## src/hw/rtl/bpd_pkg.sv

```systemverilog
`default_nettype none
package bpd_pkg;

  localparam int PACKET_BYTES = 33;
  localparam int MAX_CHANNELS = 8;

  localparam int POS_W    = $clog2(PACKET_BYTES);
  localparam int CH_W     = (MAX_CHANNELS > 1) ? $clog2(MAX_CHANNELS) : 1;
  localparam int WC_W     = $clog2(MAX_CHANNELS + 1);
  localparam int CNT_W    = 4;
  localparam int SCALE_W  = 24;
  localparam int RAW_W    = 24;
  localparam int SCALED_W = 48;
  localparam int IDX_W    = 3;
  localparam int BYTE_W   = 8;
  localparam int PADDR_W  = 4;
  localparam int PDATA_W  = 32;

  localparam logic [1:0] REG_CHANNEL_COUNT = 2'd0;
  localparam logic [1:0] REG_SCALE_FACTOR  = 2'd1;
  localparam logic [1:0] REG_HEADER_BYTE   = 2'd2;
  localparam logic [1:0] REG_FOOTER_BYTE   = 2'd3;

  localparam logic [CNT_W-1:0]   RST_CHANNEL_COUNT = 4'd8;
  localparam logic [SCALE_W-1:0] RST_SCALE_FACTOR  = 24'd1465;
  localparam logic [BYTE_W-1:0]  RST_HEADER_BYTE   = 8'hA0;
  localparam logic [BYTE_W-1:0]  RST_FOOTER_BYTE   = 8'hC0;

  typedef enum logic [1:0] {
    ST_RECV,
    ST_READ,
    ST_MUL,
    ST_OUT
  } state_t;

endpackage
`default_nettype wire

```

## src/hw/rtl/bpd_byte_if.sv

```systemverilog
`default_nettype none
interface bpd_byte_if;
  logic                      valid;
  logic                      ready;
  logic [bpd_pkg::BYTE_W-1:0] rx_byte;

  modport source(output valid, output rx_byte, input ready);
  modport sink(input valid, input rx_byte, output ready);
endinterface
`default_nettype wire

```

## src/hw/rtl/bpd_result_if.sv

```systemverilog
`default_nettype none
interface bpd_result_if;
  logic                               valid;
  logic                               ready;
  logic [bpd_pkg::BYTE_W-1:0]         sample_number;
  logic [bpd_pkg::IDX_W-1:0]          channel_index;
  logic signed [bpd_pkg::RAW_W-1:0]   raw_value;
  logic signed [bpd_pkg::SCALED_W-1:0] scaled_value;
  logic                               last_channel;

  modport source(output valid, output sample_number, output channel_index,
                 output raw_value, output scaled_value, output last_channel,
                 input ready);
  modport sink(input valid, input sample_number, input channel_index,
               input raw_value, input scaled_value, input last_channel,
               output ready);
endinterface
`default_nettype wire

```

## src/hw/rtl/biosignal_packet_deframer_top.sv

```systemverilog
`default_nettype none
// Bytes are taken while no readout runs. A good footer byte starts a
// readout of n channels in three steps each (memory read, multiply, output
// register, held until taken); the first result follows the read and
// multiply steps, and no byte is taken until the last one leaves.
// Synchronous reset restores the register defaults and clears the framer;
// the channel memory is not cleared, as every channel is written before use.
module biosignal_packet_deframer_top (
  input  wire logic                         clk,
  input  wire logic                         rst,
  bpd_byte_if.sink                          rx,
  bpd_result_if.source                      res,
  input  wire logic                         psel,
  input  wire logic                         penable,
  input  wire logic                         pwrite,
  input  wire logic [bpd_pkg::PADDR_W-1:0]  paddr,
  input  wire logic [bpd_pkg::PDATA_W-1:0]  pwdata,
  output logic      [bpd_pkg::PDATA_W-1:0]  prdata,
  output logic                              pready
);

  logic [bpd_pkg::CNT_W-1:0]   channel_count;
  logic [bpd_pkg::SCALE_W-1:0] scale_factor;
  logic [bpd_pkg::BYTE_W-1:0]  header_byte;
  logic [bpd_pkg::BYTE_W-1:0]  footer_byte;

  bpd_pkg::state_t state, state_next;

  logic [bpd_pkg::POS_W-1:0]  byte_position;
  logic                       hunting;
  logic                       header_ok;
  logic [bpd_pkg::BYTE_W-1:0] sample_number;
  logic [bpd_pkg::WC_W-1:0]   wr_chan;
  logic [1:0]                 byte_sel;
  logic [15:0]                partial;
  logic [bpd_pkg::CH_W-1:0]   rd_chan;

  logic                                 ram_wr_en;
  logic                                 ram_rd_en;
  logic [bpd_pkg::RAW_W-1:0]            ram_rd_data;
  logic                                 rx_fire;
  logic                                 tx_fire;
  logic                                 at_footer;
  logic                                 frame_good;
  logic                                 last_read;
  logic [bpd_pkg::CNT_W-1:0]            n_eff;
  logic signed [bpd_pkg::RAW_W-1:0]     raw_s;
  logic signed [bpd_pkg::SCALE_W:0]     scale_s;
  logic signed [bpd_pkg::RAW_W+bpd_pkg::SCALE_W:0] product;
  logic                                 cfg_wr;

  logic [bpd_pkg::IDX_W-1:0]            out_index;
  logic signed [bpd_pkg::RAW_W-1:0]     out_raw;
  logic signed [bpd_pkg::SCALED_W-1:0]  out_scaled;
  logic                                 out_last;

  assign pready = 1'b1;
  assign cfg_wr = psel && penable && pwrite;

  always_ff @(posedge clk) begin
    if (rst) begin
      channel_count <= bpd_pkg::RST_CHANNEL_COUNT;
      scale_factor  <= bpd_pkg::RST_SCALE_FACTOR;
      header_byte   <= bpd_pkg::RST_HEADER_BYTE;
      footer_byte   <= bpd_pkg::RST_FOOTER_BYTE;
    end else if (cfg_wr) begin
      case (paddr[3:2])
        bpd_pkg::REG_CHANNEL_COUNT: channel_count <= pwdata[bpd_pkg::CNT_W-1:0];
        bpd_pkg::REG_SCALE_FACTOR:  scale_factor  <= pwdata[bpd_pkg::SCALE_W-1:0];
        bpd_pkg::REG_HEADER_BYTE:   header_byte   <= pwdata[bpd_pkg::BYTE_W-1:0];
        bpd_pkg::REG_FOOTER_BYTE:   footer_byte   <= pwdata[bpd_pkg::BYTE_W-1:0];
        default: ;
      endcase
    end
  end

  always_comb begin
    case (paddr[3:2])
      bpd_pkg::REG_CHANNEL_COUNT: prdata = bpd_pkg::PDATA_W'(channel_count);
      bpd_pkg::REG_SCALE_FACTOR:  prdata = bpd_pkg::PDATA_W'(scale_factor);
      bpd_pkg::REG_HEADER_BYTE:   prdata = bpd_pkg::PDATA_W'(header_byte);
      bpd_pkg::REG_FOOTER_BYTE:   prdata = bpd_pkg::PDATA_W'(footer_byte);
      default:                    prdata = '0;
    endcase
  end

  always_comb begin
    if (channel_count == '0) begin
      n_eff = bpd_pkg::CNT_W'(1);
    end else if (channel_count > bpd_pkg::CNT_W'(bpd_pkg::MAX_CHANNELS)) begin
      n_eff = bpd_pkg::CNT_W'(bpd_pkg::MAX_CHANNELS);
    end else begin
      n_eff = channel_count;
    end
  end

  assign rx_fire    = rx.valid && rx.ready;
  assign tx_fire    = res.valid && res.ready;
  assign at_footer  = !hunting && (byte_position == bpd_pkg::POS_W'(bpd_pkg::PACKET_BYTES - 1));
  assign frame_good = at_footer && header_ok && (rx.rx_byte == footer_byte);
  assign last_read  = (bpd_pkg::CNT_W'(rd_chan) + bpd_pkg::CNT_W'(1)) == n_eff;

  assign ram_wr_en = rx_fire && !hunting && (byte_position > bpd_pkg::POS_W'(1)) &&
                     !at_footer && (wr_chan < bpd_pkg::WC_W'(bpd_pkg::MAX_CHANNELS)) &&
                     (byte_sel == 2'd2);

  always_comb begin
    state_next = state;
    case (state)
      bpd_pkg::ST_RECV: begin
        if (rx_fire && frame_good) begin
          state_next = bpd_pkg::ST_READ;
        end
      end
      bpd_pkg::ST_READ: state_next = bpd_pkg::ST_MUL;
      bpd_pkg::ST_MUL:  state_next = bpd_pkg::ST_OUT;
      bpd_pkg::ST_OUT: begin
        if (res.ready) begin
          state_next = out_last ? bpd_pkg::ST_RECV : bpd_pkg::ST_READ;
        end
      end
      default: state_next = bpd_pkg::ST_RECV;
    endcase
  end

  always_comb begin
    rx.ready  = 1'b0;
    res.valid = 1'b0;
    ram_rd_en = 1'b0;
    case (state)
      bpd_pkg::ST_RECV: rx.ready  = 1'b1;
      bpd_pkg::ST_READ: ram_rd_en = 1'b1;
      bpd_pkg::ST_MUL:  ;
      bpd_pkg::ST_OUT:  res.valid = 1'b1;
      default: ;
    endcase
  end

  bpd_ram #(
    .WIDTH(bpd_pkg::RAW_W),
    .DEPTH(bpd_pkg::MAX_CHANNELS)
  ) u_chan_ram (
    .clk    (clk),
    .wr_en  (ram_wr_en),
    .wr_addr(wr_chan[bpd_pkg::CH_W-1:0]),
    .wr_data({partial, rx.rx_byte}),
    .rd_en  (ram_rd_en),
    .rd_addr(rd_chan),
    .rd_data(ram_rd_data)
  );

  assign raw_s   = $signed(ram_rd_data);
  assign scale_s = $signed({1'b0, scale_factor});
  assign product = raw_s * scale_s;

  always_ff @(posedge clk) begin
    if (rst) begin
      state         <= bpd_pkg::ST_RECV;
      byte_position <= '0;
      hunting       <= 1'b0;
      header_ok     <= 1'b0;
      sample_number <= '0;
      wr_chan       <= '0;
      byte_sel      <= '0;
      rd_chan       <= '0;
    end else begin
      state <= state_next;
      if (rx_fire) begin
        if (hunting) begin
          if (rx.rx_byte == header_byte) begin
            hunting       <= 1'b0;
            header_ok     <= 1'b1;
            byte_position <= bpd_pkg::POS_W'(1);
          end
        end else if (byte_position == '0) begin
          header_ok     <= (rx.rx_byte == header_byte);
          byte_position <= bpd_pkg::POS_W'(1);
        end else if (!at_footer) begin
          if (byte_position == bpd_pkg::POS_W'(1)) begin
            sample_number <= rx.rx_byte;
            wr_chan       <= '0;
            byte_sel      <= '0;
          end else if (wr_chan < bpd_pkg::WC_W'(bpd_pkg::MAX_CHANNELS)) begin
            if (byte_sel == 2'd2) begin
              byte_sel <= '0;
              wr_chan  <= wr_chan + bpd_pkg::WC_W'(1);
            end else begin
              byte_sel <= byte_sel + 2'd1;
            end
          end
          byte_position <= byte_position + bpd_pkg::POS_W'(1);
        end else begin
          byte_position <= '0;
          header_ok     <= 1'b0;
          hunting       <= !frame_good;
        end
      end
      if (rx_fire && frame_good) begin
        rd_chan <= '0;
      end else if (state == bpd_pkg::ST_OUT && tx_fire && !out_last) begin
        rd_chan <= rd_chan + bpd_pkg::CH_W'(1);
      end
    end
  end

  always_ff @(posedge clk) begin
    if (rx_fire) begin
      partial <= {partial[7:0], rx.rx_byte};
    end
    if (state == bpd_pkg::ST_MUL) begin
      out_index  <= bpd_pkg::IDX_W'(rd_chan);
      out_raw    <= raw_s;
      out_scaled <= product[bpd_pkg::SCALED_W-1:0];
      out_last   <= last_read;
    end
  end

  assign res.sample_number = sample_number;
  assign res.channel_index = out_index;
  assign res.raw_value     = out_raw;
  assign res.scaled_value  = out_scaled;
  assign res.last_channel  = out_last;

endmodule
`default_nettype wire

```

## src/hw/rtl/bpd_ram.sv

```systemverilog
`default_nettype none
module bpd_ram #(
  parameter int WIDTH = 24,
  parameter int DEPTH = 8
) (
  input  wire logic                                        clk,
  input  wire logic                                        wr_en,
  input  wire logic [((DEPTH > 1) ? $clog2(DEPTH) : 1)-1:0] wr_addr,
  input  wire logic [WIDTH-1:0]                            wr_data,
  input  wire logic                                        rd_en,
  input  wire logic [((DEPTH > 1) ? $clog2(DEPTH) : 1)-1:0] rd_addr,
  output logic      [WIDTH-1:0]                            rd_data
);

  logic [WIDTH-1:0] mem [DEPTH];

  always_ff @(posedge clk) begin
    if (wr_en) begin
      mem[wr_addr] <= wr_data;
    end
    if (rd_en) begin
      rd_data <= mem[rd_addr];
    end
  end

endmodule
`default_nettype wire

```

## src/flat_wrapper.sv

```systemverilog
// flat-port wrapper written by rule: the top's interface ports become plain ports
module biosignal_packet_deframer_top_flat 
  (clk, rst, psel, penable, pwrite, paddr, pwdata, prdata, pready, rx_valid, rx_rx_byte, rx_ready, res_valid, res_sample_number, res_channel_index, res_raw_value, res_scaled_value, res_last_channel, res_ready);
  bpd_byte_if rx_i ();
  bpd_result_if res_i ();
  input  wire logic clk;
  input  wire logic rst;
  input  wire logic psel;
  input  wire logic penable;
  input  wire logic pwrite;
  input  wire logic [bpd_pkg::PADDR_W-1:0] paddr;
  input  wire logic [bpd_pkg::PDATA_W-1:0] pwdata;
  output logic      [bpd_pkg::PDATA_W-1:0] prdata;
  output logic pready;
  input wire logic [$bits(rx_i.valid)-1:0] rx_valid;
  input wire logic [$bits(rx_i.rx_byte)-1:0] rx_rx_byte;
  output wire logic [$bits(rx_i.ready)-1:0] rx_ready;
  output wire logic [$bits(res_i.valid)-1:0] res_valid;
  output wire logic [$bits(res_i.sample_number)-1:0] res_sample_number;
  output wire logic [$bits(res_i.channel_index)-1:0] res_channel_index;
  output wire logic [$bits(res_i.raw_value)-1:0] res_raw_value;
  output wire logic [$bits(res_i.scaled_value)-1:0] res_scaled_value;
  output wire logic [$bits(res_i.last_channel)-1:0] res_last_channel;
  input wire logic [$bits(res_i.ready)-1:0] res_ready;
  assign rx_i.valid = rx_valid;
  assign rx_i.rx_byte = rx_rx_byte;
  assign rx_ready = rx_i.ready;
  assign res_valid = res_i.valid;
  assign res_sample_number = res_i.sample_number;
  assign res_channel_index = res_i.channel_index;
  assign res_raw_value = res_i.raw_value;
  assign res_scaled_value = res_i.scaled_value;
  assign res_last_channel = res_i.last_channel;
  assign res_i.ready = res_ready;
  biosignal_packet_deframer_top u_core (.clk(clk), .rst(rst), .rx(rx_i), .res(res_i), .psel(psel), .penable(penable), .pwrite(pwrite), .paddr(paddr), .pwdata(pwdata), .prdata(prdata), .pready(pready));
endmodule
```

## config.mk

```make
export PLATFORM = sky130hd
export DESIGN_NAME = biosignal_packet_deframer_top_flat
export DESIGN_NICKNAME = d
export VERILOG_FILES = /design/src/hw/rtl/bpd_pkg.sv /design/src/hw/rtl/bpd_byte_if.sv /design/src/hw/rtl/bpd_result_if.sv /design/src/hw/rtl/biosignal_packet_deframer_top.sv /design/src/hw/rtl/bpd_ram.sv /design/src/flat_wrapper.sv
export SDC_FILE = /design/constraint.sdc
export NUM_CORES = 2
export LEC_CHECK = 0
export ABC_AREA = 1
export ABC_CLOCK_PERIOD_IN_PS = 7900
export BUFFER_PORTS_ARGS = -buffer_cell sky130_fd_sc_hd__buf_2
export CORE_MARGIN = 2
export CORE_UTILIZATION = 60
export CTS_BUF_LIST = sky130_fd_sc_hd__clkbuf_2
export DETAILED_ROUTE_END_ITERATION = 8
export PLACE_DENSITY = 0.85
export SYNTH_ARGS = -nofsm -noshare
export SYNTH_HDL_FRONTEND = slang
export SYNTH_SLANG_ARGS = --single-unit
```

## constraint.sdc

```tcl
create_clock -name clk -period 7.9 [get_ports clk]
set_input_delay 1.185 -clock clk [delete_from_list [all_inputs] [get_ports clk]]
set_output_delay 1.185 -clock clk [all_outputs]
set_load 0.02 [all_outputs]
```

# Word level (Yosys, flattened, before mapping)
# Memory sizes are Yosys's and may differ from the RTL's. A register that Yosys moved wholly into a read port is not among the register bits.
# Index checks and enable logic that the tools add are counted.
# Widths: inputs -> output; s select.
[totals] memories=1 wordCells=112 in_bits=51 regBits=163 out_inout_bits=119 ram_bits=192
[op_classes] n_bitwise=3 n_mul=1 eq_ne=15 reduce_logical=37 muxes=30 addsub=5 order_cmp=3
[mem_list] name="u_core.u_chan_ram.mem" depth=8 width=24 read_ports=1 rd_clocked_by_memory_dff=1 wr=1 line_no="bpd_ram.sv:15" source="logic [WIDTH-1:0] mem [DEPTH];"
[op_table] operator="$pmux 32 s4" count=1
[op_table] operator="$mul 24x25->48" count=1
[op_table] operator="$mux 6" count=4
[op_table] operator="$mux 4" count=5
[op_table] operator="$eq 8x8->1" count=2
[op_table] operator="$logic_and 1x1->1" count=15
[op_table] operator="$mux 1" count=14
[op_table] operator="$reduce_and 2->1" count=6
[op_table] operator="$eq 2x2->1 const B" count=5
[op_table] operator="$mux 2" count=5
[op_table] operator="$reduce_and 5->1" count=2
[op_table] operator="$pmux 2 s4" count=1
[op_table] operator="$add 6x1->6 const B" count=1
[op_table] operator="$eq 6x1->1 const B" count=1
[op_table] operator="$eq 6x6->1 const B" count=1
[op_table] operator="$gt 6x1->1 const B" count=1
[op_table] operator="$logic_not 6->1" count=1
[op_table] operator="$reduce_and 6->1" count=1
[op_table] operator="$add 3x1->4 const B" count=1
[op_table] operator="$add 4x1->4 const B" count=1
[op_table] operator="$eq 2x1->1 const B" count=2
[op_table] operator="$eq 4x4->1" count=1
[op_table] operator="$gt 4x4->1 const B" count=1
[op_table] operator="$logic_not 1->1" count=4
[op_table] operator="other kinds (12)" count=17

# Longest topological paths before layout
[logic_depth] ltp_word=10 mapped_depth=30 mapped_depth_nobuf=28

# Hierarchy
# Synthesis repeated with hierarchy kept, for this count alone.
[unflattened] cells_unflattened=4215 hier_area_um2=35943.2
[modules_own_cells] module="biosignal_packet_deframer_top" instances=1 cells_each=3343 area_each_um2=26797.0 seq_area_each_um2=4184.0
[modules_own_cells] module="bpd_ram" instances=1 cells_each=872 area_each_um2=9146.3 seq_area_each_um2=6486.2

# Worst setup path before layout
# OpenSTA, ideal clock, no wires.
[synth_timing] path_kind="reg2reg" from="register u_core.u_chan_ram.rd_data[0] (read register of u_core.u_chan_ram.mem)" to="register u_core.out_scaled, in the netlist u_core.res.scaled_value[35] (data pin)" setup_ns=0.252 path_stages_with_launch=27 t_required_ns=7.648 t_arrival_ns=5.701 synth_period_minus_slack_ns=5.954 n_path_buf=1 setup_slack_ns=1.946 cell_sequence="edfxtp_1 -> clkbuf_1 -> nand2_1 -> inv_1 -> fa_1 -> inv_1 -> fa_1 -> fa_1 -> inv_1 -> fa_1 -> inv_1 -> fa_1 -> inv_1 -> fa_1 -> inv_1 -> fa_1 -> inv_1 -> ha_1 -> nand2_1 -> nor2_1 -> inv_1 -> o21bai_1 -> nand2_1 -> nand3_1 -> nand2_1 -> nand3_1 -> nand2_1"
[synth_between] elab_chain_cells=1
[synth_lines] element="start: declaration" line_no="bpd_ram.sv:12" source="output logic [WIDTH-1:0] rd_data"
[synth_lines] element="$mul 24x25->48" line_no="biosignal_packet_deframer_top.sv:154" source="assign product = raw_s * scale_s;"
[synth_lines] element="via u_core.product, one bit" line_no="biosignal_packet_deframer_top.sv:49" source="logic signed [bpd_pkg::RAW_W+bpd_pkg::SCALE_W:0] product;"
[synth_lines] element="end signal: assignment" line_no="biosignal_packet_deframer_top.sv:213" source="out_scaled <= product[bpd_pkg::SCALED_W-1:0];"
[synth_lines] element="end: declaration" line_no="biosignal_packet_deframer_top.sv:54" source="logic signed [bpd_pkg::SCALED_W-1:0] out_scaled;"
# The timed path passes the listed nets, and every way through them passes these cells.
# A chain may end at the register's enable or synchronous reset.

# Final worst setup path
[layout_timing] from="register u_core.u_chan_ram.rd_data[9] (read register of u_core.u_chan_ram.mem)" to="register u_core.out_scaled, in the netlist u_core.res.scaled_value[41] (data pin)"
# Same word-level chain as after synthesis.

==> results.toml <==
[outcome]
status = "finished clean"

[grt]
grt_max_degree = 98
track_usage = 0.304
antenna_found_initial = 6
grt_pass1_vias = 27700
overflow = 0
grt_pass1_wl_microns = 141000

[final_layout]
area_growth_pct = 7.29
nNetsFinal = 4832
mostFrequentLayoutCell = "inv_1"
mostFrequentLayoutCells = "inv_1, nand2_1, fa_1"
n_fill_cell = 4489
drive_gt1_frac = 0.0970

[timing]
setup_tns_ns = 0
rsz0062_at_grt = "false"
final-max-slew-violation-count = 0
slew_headroom = 0.109
finalSetupViolations = 0
max_freq_mhz = 140
fin_skew_ns = 0.164
hold_viol = 0
post-route-min-period_ns = 7.16
final.period_utilization = 0.906
tightest_slew_ns = 1.34

[logic_synthesis]
synth_area_sq_um = 34800
synth_area_leader_cell = "fa_1"
synth_area_per_cell_sq_um = 8.81
synthTopCellsByArea = "fa_1, edfxtp_1, inv_1"
ys_seq_area_frac = 0.307
netlist.area_leader.share = 0.278
ys_seq_elements = 379
synth_warnings = 0
synthCells = 3946
ys_types = 43

[worst_setup_path]
path_delay_family = "adder cells"
start_kind = "register"
required_ns = 8.70
max_stage_delay_ns = 1.22
crit_arrival_ns = 7.95
crit_fanout = 25
endpoint_kind = "register"
crit_chain = "nand2_1, fa_1, fa_1, inv_1, fa_1, inv_1, fa_1, inv_1, fa_1, fa_1, inv_1, fa_1, inv_1, ha_1, nand2_1, nor2_1, nand2_1, nor2_1, nand2_1, nand3_1, nand2_1, nand3_1, nand2_1"
worst-path-buf-inv = 5
path_class = "register to register"
slowest_stage = "edfxtp_1"
path_common_cell = "fa_1"

[floorplan]
io_pins = 170
fp.dieW_microns = 245
die_h_microns = 245
die-area_sq_um = 59900
core_sq_um = 57500
start_util = 0.605
rows = 88

[detailed_routing]
num_vias = 26800
avgViaCountPerCell = 5.43
drcViolationCount = 0
drt-pass1-iter-count = 5
drt_iter0_drc = 2734
drtAntennaViolNets = 0
drt-total-wl_microns = 88300
wl_per_cell_microns = 17.9

[power_and_ir_drop]
p_clk_frac = 0.224
ir_drop_mv = 0.178
combPwrFrac = 0.412
swShare = 0.407
p_int_mw = 3.73
seqPwrFrac = 0.364
fin_total_pwr_mw = 6.30
power.density_nw_per_um2 = 169
p_sw_mw = 2.57
p_leak_nw = 19.2

[clock_network]
cts_buffer_depth = 3
ctsResizeCount = 0
clk_pin_slew_ns = 0.12
clockRootBuffer = "clkbuf_2"
hold_buffers = 0
htree_levels = 3
cts_tree = "built"
postCtsSetupBuffers = 0
cts_sinks = 379
clock_latency_ns = 1.16
cts-buffers-inserted = 92

[place]
io_buffers = 150
gp_congestion = 1.01
dp_hpwl_microns = 66600

[worst_hold_path]
hp-class = "primary input to register"

[job]
drv_cap = 0
[layout make-up]
cell class	instances	area (sq um)	share of cell area
antenna	8	20.0	0.000537
clock buffer	135	676	0.0181
clock inverter	32	258	0.00691
inverter	986	3700	0.0992
multi-input combinational	2418	19800	0.530
sequential	379	10700	0.286
tap	765	957	0.0257
timing repair buffer	217	1250	0.0336
[per-stage QoR]
step / hold WS (ns) / setup slack [ns] / util / instances / instance area (sq um)
after global placement: 0.459 / 1.15 / 0.632 / 4765 / 36400
final: 0.227 / 0.745 / 0.649 / 4940 / 37300
after global routing: 0.221 / 0.504 / 0.649 / 4937 / 37300
after detailed placement: 0.468 / 1.03 / 0.632 / 4765 / 36400
after CTS: 0.150 / 0.941 / 0.649 / 4932 / 37300
after floorplan: 0.431 / 1.95 / - / 3953 / 34800
[Yosys cell counts (all sizes together)]
cell / number
inv: 985
nand2: 910
fa: 482
nor2: 331
edfxtp: 308
ha: 205
o21ai: 167
clkbuf: 146
a21oi: 92
nand3: 72
dfxtp: 71
xor2: 33
a31oi: 27
buf: 24
o22ai: 24
xnor2: 13
nor3: 12
nand4: 11
o211ai: 9
o21bai: 5
or2: 4
nand3b: 3
o2111ai: 3
conb: 2
a211o: 1
a21boi: 1
clkinv: 1
nor3b: 1
nor4: 1
o21a: 1
o221ai: 1
[sequential cells by signal, indices dropped and copies added (netlist names), 6 cells and up]
signal and flops:
u_core.u_chan_ram.mem 192, u_core.res.scaled_value 48, u_core.res.raw_value 24, u_core.scale_factor 24, u_core.u_chan_ram.rd_data 24, u_core.partial 16, u_core.footer_byte 8, u_core.header_byte 8
u_core.res.sample_number 8, u_core.byte_position 6
[cells by family after synthesis]
| group | after synthesis | share of synthesized area |
|---|---|---|
| AOI/OAI and AO/OA | 331 | 0.0514 |
| and+or+nand+nor | 1345 | 0.152 |
| adders and majority gates | 687 | 0.351 |
| buffers and inverters | 1156 | 0.127 |
| DFF | 379 | 0.307 |
| xor gates and xnor gates | 46 | 0.0116 |
| other | 2 | 0.000216 |
[routing by layer]
layer  wire length [microns]  vias up  GRT usage
li1                        -    12100          -
met4                    4600        4      0.167
met2                   42600     1432      0.497
met5                      24        -          0
met1                   32400    12900      0.385
met3                    8600      297     0.0552
[worst reg2reg max path, cell delays in order, from the launching register on]
cell      delay (ns)
edfxtp_1        1.22
nand2_1         0.21
fa_1            0.56
fa_1            0.54
inv_1           0.05
fa_1            0.49
inv_1           0.06
fa_1            0.53
inv_1           0.05
fa_1            0.45
fa_1            0.49
inv_1           0.05
fa_1            0.60
inv_1           0.07
ha_1            0.36
nand2_1         0.14
nor2_1          0.20
nand2_1         0.10
nor2_1          0.12
nand2_1         0.06
nand3_1         0.19
nand2_1         0.11
nand3_1         0.09
nand2_1         0.10
[final timing paths]
path	endpoint	startpoint	slack, ns	cells past startpoint
worst max-delay path	u_core.res.scaled_value[41]$_DFFE_PN_	u_core.u_chan_ram.rd_data[9]$_DFFE_PN_	0.74	23
worst min-delay path	u_core.scale_factor[8]$_SDFFE_PP1P_	pwdata[8]	0.23	3
worst max register to register	u_core.res.scaled_value[41]$_DFFE_PN_	u_core.u_chan_ram.rd_data[9]$_DFFE_PN_	0.74	23
worst min register to register	u_core.header_ok$_SDFFE_PP0P_	u_core.header_ok$_SDFFE_PP0P_	0.48	2
[power groups by stage]
stage,Combinational [mW],Sequential (mW),Clock [mW]
detailed placement,2.55,2.34,0
CTS,2.57,2.29,1.43
floorplan,1.80,2.32,0
global route,2.90,2.29,1.53
finish,2.60,2.29,1.41
global placement,2.50,2.33,0
(Power assumes the default switching activity.)
